File: src/design/gtpc_pkg.sv
// Package for the glyph-to-page-column transposer.
// Sizes, register indices and FSM states. No dependencies.
package gtpc_pkg;

  localparam int unsigned MaxWidth   = 32;                 // widest glyph, pixels
  localparam int unsigned MaxPages   = 4;                  // tallest glyph, 8-row pages
  localparam int unsigned MaxRows    = MaxPages * 8;
  localparam int unsigned MaxGroups  = (MaxWidth + 7) / 8; // byte columns per row
  localparam int unsigned StoreDepth = MaxGroups * MaxRows;

  localparam int unsigned AddrW  = $clog2(StoreDepth);
  localparam int unsigned CountW = AddrW + 1;
  localparam int unsigned RowW   = $clog2(MaxRows);
  localparam int unsigned GrpW   = (MaxGroups > 1) ? $clog2(MaxGroups) : 1;
  localparam int unsigned BprW   = GrpW + 1;

  localparam int unsigned WidthW   = 6;
  localparam int unsigned PagesW   = 3;
  localparam int unsigned ColW     = 5;
  localparam int unsigned PagesOutW = 32;
  localparam int unsigned CfgIdxW  = 3;
  localparam int unsigned CfgDataW = 6;

  typedef enum logic [CfgIdxW-1:0] {
    RegGlyphWidth  = 3'd0,
    RegGlyphPages  = 3'd1,
    RegBitOrderRev = 3'd2,
    RegUnderline   = 3'd3,
    RegInvert      = 3'd4
  } cfg_reg_e;

  typedef enum logic [1:0] {
    StIdle,
    StRead,
    StDrain,
    StEmit
  } state_e;

endpackage

File: src/design/glyph_to_page_column_bitmap.sv
// Glyph row-to-page-column transposer, top level.
// Depends on gtpc_pkg.
//
// Accepts one glyph byte per cycle (start high, busy low) in row order, MSB
// leftmost, ceil(width/8) bytes per row, and keeps them in a 128 x 8 store.
// The byte that completes the glyph (ceil(width/8) * pages * 8 bytes) makes
// the block go busy and emit one word per pixel column, column 0 first,
// each shown for exactly one cycle on result_valid_o; the receiver cannot
// stall, so it must take every word as it appears. Columns are produced in
// groups of eight: the store's single read port fetches the group's byte of
// every row, a drain state lets the read pipe empty, then up to eight
// column words follow, one a cycle. Each word leaves through an output
// register in the cycle after its emit cycle, so the last word shows in the
// first idle cycle. No clearing pass after reset. Configuration is taken
// only while idle (cfg_ready_o).
module glyph_to_page_column_bitmap
  import gtpc_pkg::*;
(
  input  logic                 clk_i,
  input  logic                 rst_ni,
  // byte input
  input  logic                 start,
  output logic                 busy,
  input  logic [7:0]           glyph_byte_i,
  // configuration writes
  input  logic                 cfg_valid_i,
  output logic                 cfg_ready_o,
  input  logic [CfgIdxW-1:0]   cfg_index_i,
  input  logic [CfgDataW-1:0]  cfg_data_i,
  // column words
  output logic                 result_valid_o,
  output logic [ColW-1:0]      column_index_o,
  output logic [PagesOutW-1:0] column_pages_o,
  output logic                 last_column_o
);

  // ---------------------------------------------------------------------------
  // Configuration registers
  // ---------------------------------------------------------------------------
  logic [WidthW-1:0] cfg_width_q;
  logic [PagesW-1:0] cfg_pages_q;
  logic              cfg_rev_q;
  logic              cfg_uline_q;
  logic              cfg_inv_q;
  logic              cfg_we;

  assign cfg_we = cfg_valid_i && cfg_ready_o;

  always_ff @(posedge clk_i or negedge rst_ni) begin
    if (!rst_ni) begin
      cfg_width_q <= WidthW'(16);
      cfg_pages_q <= PagesW'(2);
      cfg_rev_q   <= 1'b0;
      cfg_uline_q <= 1'b0;
      cfg_inv_q   <= 1'b0;
    end else if (cfg_we) begin
      case (cfg_index_i)
        RegGlyphWidth:  cfg_width_q <= cfg_data_i[WidthW-1:0];
        RegGlyphPages:  cfg_pages_q <= cfg_data_i[PagesW-1:0];
        RegBitOrderRev: cfg_rev_q   <= cfg_data_i[0];
        RegUnderline:   cfg_uline_q <= cfg_data_i[0];
        RegInvert:      cfg_inv_q   <= cfg_data_i[0];
        default: ;  // unknown index: ignored
      endcase
    end
  end

  // Clamped geometry
  logic [WidthW-1:0]    w_eff;
  logic [PagesW-1:0]    pages_eff;
  logic [BprW-1:0]      bpr;
  logic [5:0]           bp_prod;
  logic [CountW-1:0]    total;
  logic [RowW:0]        nrows;

  always_comb begin
    w_eff = cfg_width_q;
    if (cfg_width_q == '0) w_eff = WidthW'(1);
    else if (cfg_width_q > WidthW'(MaxWidth)) w_eff = WidthW'(MaxWidth);
    pages_eff = cfg_pages_q;
    if (cfg_pages_q == '0) pages_eff = PagesW'(1);
    else if (cfg_pages_q > PagesW'(MaxPages)) pages_eff = PagesW'(MaxPages);
  end

  assign bpr     = BprW'((7'(w_eff) + 7'd7) >> 3);
  assign bp_prod = 6'(bpr) * 6'(pages_eff);
  assign total   = CountW'({bp_prod, 3'b000});
  assign nrows   = (RowW+1)'({pages_eff, 3'b000});

  // ---------------------------------------------------------------------------
  // Control state
  // ---------------------------------------------------------------------------
  state_e             state_q, state_d;
  logic [CountW-1:0]  cnt_q, cnt_d;
  logic [AddrW-1:0]   rd_addr_q;
  logic [RowW-1:0]    rd_row_q;
  logic [GrpW-1:0]    grp_q;
  logic [2:0]         col_q;
  logic               rd_vld_q;
  logic [RowW-1:0]    cap_row_q;
  logic [7:0]         rd_data_q;

  logic               byte_acc;
  logic [CountW-1:0]  cnt_inc;
  logic               glyph_done;
  logic [ColW-1:0]    x_cur;
  logic               last_row;
  logic               last_x;
  logic               last_in_grp;

  assign byte_acc   = start && !busy;
  assign cnt_inc    = cnt_q + CountW'(1);
  assign glyph_done = (cnt_inc >= total);
  assign x_cur      = ColW'({grp_q, col_q});
  assign last_row   = ({1'b0, rd_row_q} == nrows - (RowW+1)'(1));
  assign last_x     = (WidthW'(x_cur) == w_eff - WidthW'(1));
  assign last_in_grp = last_x || (col_q == 3'd7);

  // next state
  always_comb begin
    state_d = state_q;
    unique case (state_q)
      StIdle:  if (byte_acc && glyph_done) state_d = StRead;
      StRead:  if (last_row) state_d = StDrain;
      StDrain: state_d = StEmit;
      StEmit:  if (last_in_grp) state_d = last_x ? StIdle : StRead;
      default: state_d = StIdle;
    endcase
  end

  // outputs of the FSM
  always_comb begin
    busy        = (state_q != StIdle);
    cfg_ready_o = (state_q == StIdle);
    cnt_d       = cnt_q;
    if (byte_acc) cnt_d = glyph_done ? '0 : cnt_inc;
  end

  always_ff @(posedge clk_i or negedge rst_ni) begin
    if (!rst_ni) begin
      state_q   <= StIdle;
      cnt_q     <= '0;
      rd_addr_q <= '0;
      rd_row_q  <= '0;
      grp_q     <= '0;
      col_q     <= '0;
      rd_vld_q  <= 1'b0;
      cap_row_q <= '0;
    end else begin
      state_q   <= state_d;
      cnt_q     <= cnt_d;
      rd_vld_q  <= (state_q == StRead);
      cap_row_q <= rd_row_q;
      unique case (state_q)
        StIdle: begin
          rd_addr_q <= '0;
          rd_row_q  <= '0;
          grp_q     <= '0;
          col_q     <= '0;
        end
        StRead: begin
          rd_addr_q <= rd_addr_q + AddrW'(bpr);
          rd_row_q  <= rd_row_q + RowW'(1);
        end
        StDrain: col_q <= '0;
        StEmit: begin
          col_q <= col_q + 3'd1;
          if (last_in_grp) begin
            grp_q     <= grp_q + GrpW'(1);
            rd_addr_q <= AddrW'(grp_q) + AddrW'(1);
            rd_row_q  <= '0;
          end
        end
        default: ;
      endcase
    end
  end

  // ---------------------------------------------------------------------------
  // Glyph store: one write port (loading), one registered read port
  // ---------------------------------------------------------------------------
  logic [7:0] store_mem [StoreDepth];

  always_ff @(posedge clk_i) begin
    if (byte_acc && !cnt_q[CountW-1]) begin
      store_mem[cnt_q[AddrW-1:0]] <= glyph_byte_i;
    end
    if (state_q == StRead) begin
      rd_data_q <= store_mem[rd_addr_q];
    end
  end

  // Row buffer: the current group's byte of every row
  logic [7:0] rowbuf_q [MaxRows];

  always_ff @(posedge clk_i) begin
    if (rd_vld_q) rowbuf_q[cap_row_q] <= rd_data_q;
  end

  // ---------------------------------------------------------------------------
  // Column assembly
  // ---------------------------------------------------------------------------
  logic [PagesOutW-1:0] pages_word;

  always_comb begin
    logic [7:0] pb;
    logic       pix;
    pages_word = '0;
    for (int p = 0; p < MaxPages; p++) begin
      pb = '0;
      for (int r = 0; r < 8; r++) begin
        pix = rowbuf_q[p*8 + r][3'd7 - col_q];
        if (cfg_rev_q) pb[r] = pix;
        else           pb[7-r] = pix;
      end
      if (cfg_uline_q && (PagesW'(p + 1) == pages_eff)) pb[7] = 1'b1;
      if (cfg_inv_q) pb = ~pb;
      if (PagesW'(p) < pages_eff) pages_word[p*8 +: 8] = pb;
    end
  end

  logic                 res_vld_q;
  logic [ColW-1:0]      res_idx_q;
  logic [PagesOutW-1:0] res_pages_q;
  logic                 res_last_q;

  always_ff @(posedge clk_i or negedge rst_ni) begin
    if (!rst_ni) begin
      res_vld_q <= 1'b0;
    end else begin
      res_vld_q <= (state_q == StEmit);
    end
  end

  always_ff @(posedge clk_i) begin
    if (state_q == StEmit) begin
      res_idx_q   <= x_cur;
      res_pages_q <= pages_word;
      res_last_q  <= last_x;
    end
  end

  assign result_valid_o = res_vld_q;
  assign column_index_o = res_idx_q;
  assign column_pages_o = res_pages_q;
  assign last_column_o  = res_last_q;

`ifndef SYNTHESIS
  // a word only follows an emit cycle
  a_word_from_emit: assert property (@(posedge clk_i) disable iff (!rst_ni)
    result_valid_o |-> $past(state_q == StEmit))
    else $error("column word without emit cycle");

  // the final column ends the burst
  a_last_ends: assert property (@(posedge clk_i) disable iff (!rst_ni)
    result_valid_o && last_column_o |=> !result_valid_o && !busy)
    else $error("words continue after last column");

  // byte count always addresses the store
  a_cnt_range: assert property (@(posedge clk_i) disable iff (!rst_ni)
    !cnt_q[CountW-1])
    else $error("byte count beyond store depth");

  // going busy only on the byte that completes a glyph
  a_busy_cause: assert property (@(posedge clk_i) disable iff (!rst_ni)
    $rose(busy) |-> $past(start && glyph_done))
    else $error("busy without completed glyph");
`endif

endmodule
File: config.mk
export PLATFORM = sky130hd
export DESIGN_NAME = glyph_to_page_column_bitmap
export DESIGN_NICKNAME = d
export VERILOG_FILES = /design/src/design/gtpc_pkg.sv /design/src/design/glyph_to_page_column_bitmap.sv
export SDC_FILE = /design/constraint.sdc
export NUM_CORES = 1
export LEC_CHECK = 0
export BUFFER_PORTS_ARGS = -buffer_cell sky130_fd_sc_hd__buf_2
export CAP_MARGIN = 20
export CORE_UTILIZATION = 50
export CTS_BUF_LIST = sky130_fd_sc_hd__clkbuf_4 sky130_fd_sc_hd__clkbuf_8
export CTS_CLUSTER_DIAMETER = 30
export DETAILED_ROUTE_END_ITERATION = 7
export GPL_TIMING_DRIVEN = 0
export HOLD_SLACK_MARGIN = 0.02
export PLACE_DENSITY = 0.66
export SYNTH_ARGS = -nofsm -noshare
export SYNTH_HDL_FRONTEND = slang
export SYNTH_SLANG_ARGS = --single-unit
File: constraint.sdc
create_clock -name clk_i -period 5.15 [get_ports clk_i]
set_clock_uncertainty 0.1 [all_clocks]
set_input_delay 1.545 -clock clk_i [delete_from_list [all_inputs] [get_ports clk_i]]
set_output_delay 1.545 -clock clk_i [all_outputs]
set_load 0.005 [all_outputs]
==> flow_summary_export.csv <==
group,metric,value,unit
yosys,async_reset_ff_share,3.35,%
floorplan,fp-row-count,120,
hold_path,worstHoldPathCells,0,
critical_path,cp.required,5.86,ns
power,power.leakage,19.8,nW
finish,multiInputGateArea,12600,um^2
placement,post-place-ws,-0.0373,ns
detailed_routing,drtIter0Drc,3210,
floorplan,ios,62,
critical_path,cp.arrival,5.54,ns
sta,fin_ws,0.325,ns
yosys,yosys_warnings,0,
power,power_density,509,nW/um^2
grt,grt_antenna_before_repair,4,
clock_network,insertion_delay,0.92,ns
detailed_routing,routed_wl,129,mm
finish,n_fill_cell,7670,
grt,grt_use_total,23.7,%
clock_network,cts_buffers,282,
placement,port_buffers,61,
sta,max_slew_margin,23.2,%
critical_path,cp-end-kind,"register",
power,worst_ir_drop_vdd,0.280,mV
critical_path,crit_path_start_kind,"register",
finish,area_growth,15.6,%
floorplan,start_util,50.6,%
yosys,seq_area_frac_synth,75.6,%
critical_path,criticalPathCategory,"reg2reg",
yosys,synth_cells,2625,
floorplan,die_x,331,um
detailed_routing,drc,0,
run,maxCapViolations,0,
detailed_routing,vias,27948,
sta,drv_slew,0,
critical_path,r2r-start,"cfg_width_q[4]",
yosys,synth-edff-count,1326,
clock_network,h-tree-depth,5,
sta,fin_crit_sh,93.7,%
clock_network,clock-sinks,1372,
critical_path,ff2ff_path_depth,23,
yosys,ys_ff_latch,1372,
floorplan,fp.dieH,331,um
clock_network,ctsHoldBuffers,0,
finish,regArea,41000,um^2
placement,hpwl,83.9,mm
critical_path,worstReg2RegEnd,"state_q[0]",
finish,nNetsFinal,3052,
hold_path,hold_class,"reg2reg",
detailed_routing,antenna_left,0,
finish,final_common_cell,"edfxtp_1",
grt,grt_pass1_vias,29010,
placement,dpl_cell_area,56900,um^2
yosys,synth_cell_types,61,
floorplan,die-area,110000,um^2
power,finalPower,0.0319,W
yosys,syn_area,54200,um^2
detailed_routing,first_pass_iters,5,
floorplan,coreArea,107000,um^2
sta,setup_viol,0,
critical_path,path_max_fanout,8,
sta,rsz0062_at_grt,"false",
yosys,syn-num-nets,2674,
clock_network,cts_tree,"yes",
finish,layout_common_cells,"edfxtp_1 (1326), mux4_2 (350), clkbuf_8 (283)",
clock_network,clkTransAtPathRegs,0.06,ns
hold_path,hp-start,"rd_row_q[1]",
critical_path,rrSetupSlack,0.32,ns
yosys,ys_dominant_reg_cell,"edfxtp_1",
grt,grt_max_degree,85,
sta,max_freq,207,MHz
detailed_routing,wl_per_cell,28.1,um
clock_network,clock_path_buffers,4,
status,status,"finished clean",
grt,grt_first_pass_wirelength,189,mm
sta,hold_viol,0,
grt,grt.overflow.total,0,
placement,place.gp.congestion,0.884,
hold_path,hold_end,"cap_row_q[1]",
yosys,syn_area_per_cell,20.7,um^2
finish,final_cell_area,62700,um^2
detailed_routing,avgViaCountPerCell,6.08,
finish,drive_above_1_share,29.7,%
sta,layout_min_cycle_time,4.83,ns
clock_network,clock-root-buffer,"clkbuf_8",
sta,worstMarginPinSlew,1.15,ns
[synth_stat cells, types with 29 or more instances]
cell type  count  area (um^2)
o22ai_1       33          206
xnor2_1       29          254
nor2_1       225          845
o211ai_1      34          255
mux2i_1       65          651
edfxtp_1    1326        39800
clkbuf_1      62          233
buf_2         38          190
o21ai_0       55          275
nand2_1       90          338
mux4_2       350         7880
dfrtp_1       44         1100
[layout make-up]
class,count,area share (%)
inverter,22,0.132
sequential,1372,65.4
multi-input combinational,1096,20.0
tap,1403,2.80
clock buffer,321,6.67
antenna,1,0.00399
timing repair buffer,94,1.56
clock inverter,150,2.44
buffer,135,0.982
[per-layer routing]
metal,vias to the layer above,GRT usage (%),share of wire (%)
met5,-,0,0.010
met4,2,8.14,2.8
met3,235,5.37,8.9
met2,1398,37.1,48
met1,14683,33.1,40
li1,11630,-,-
[critical path: stages (launching register included)]
cell and delay [ns]:
dfstp_2 0.51, clkbuf_2 0.18, nor4_2 0.07, o21ai_1 0.16, ha_2 0.20, inv_1 0.04
o21ai_1 0.15, xor2_1 0.19, nor2_1 0.11, inv_2 0.11, nor2_1 0.06, fa_1 0.52
ha_1 0.14, inv_1 0.06, fa_1 0.46, xnor2_2 0.16, xnor2_1 0.13, ha_1 0.27
o21ai_0 0.07, inv_1 0.07, o211ai_1 0.11, a32oi_2 0.30, or3b_1 0.38, a32oi_1 0.18
[state kept, by name (all words and copies together), names as in the netlist, 2 cells and up]
name	cells
cap_row_q	5
cfg_pages_q	3
cfg_width_q	6
cnt_q	8
col_q	3
column_index_o	5
column_pages_o	32
grp_q	2
rd_addr_q	7
rd_data_q	8
rd_row_q	5
rowbuf_q	256
state_q	2
store_mem	1024
[what timing repair did]
action | 4_1_cts | 5_1_grt
gates resized for setup | 1 | 6
setup endpoints to repair | 1 | 8
buffers inserted | 1 | 2
gates cloned | 0 | 0
pin swaps | 1 | 3
[power by group]
group	switching, W	internal [W]
Sequential	0.000442	0.0130
Clock	0.00464	0.00688
Combinational	0.00397	0.00295
[metrics by stage]
step                      TNS, ns  hold slack, ns  util, %  instances
final                           0           0.331     58.5       4594
after global routing            0           0.348     58.5       4594
after floorplan                 0           0.298        -       2625
after CTS                       0           0.344     58.4       4588
after global placement          0           0.324     52.5       4089
after detailed placement  -0.0373           0.342     53.1       4116
[how the worst max path moves through the flow]
stage | startpoint | to | slack (ns) | cells past startpoint
2_1_floorplan | cfg_width_q[4] | state_q[0] | 0.67 | 23
3_3_place_gp | cfg_width_q[4] | state_q[0] | 0.15 | 23
3_5_place_dp | cfg_width_q[4] | state_q[0] | -0.04 | 23
4_1_cts | cfg_width_q[4] | state_q[0] | 0.006 | 23
5_1_grt | cfg_width_q[4] | state_q[0] | 0.06 | 23
6_report | cfg_width_q[4] | state_q[0] | 0.32 | 23
[kinds of logic after synthesis]
logic type / share of synthesized area (%)
XOR/XNOR: 0.810
multiplexers: 16.1
adder cells (fa/ha/maj): 0.688
AND/OR/NAND/NOR: 3.18
buffers and inverters: 1.29
AO/OA/AOI/OAI: 2.40
flip-flops: 75.6
Power figures use the tool's default switching activity.
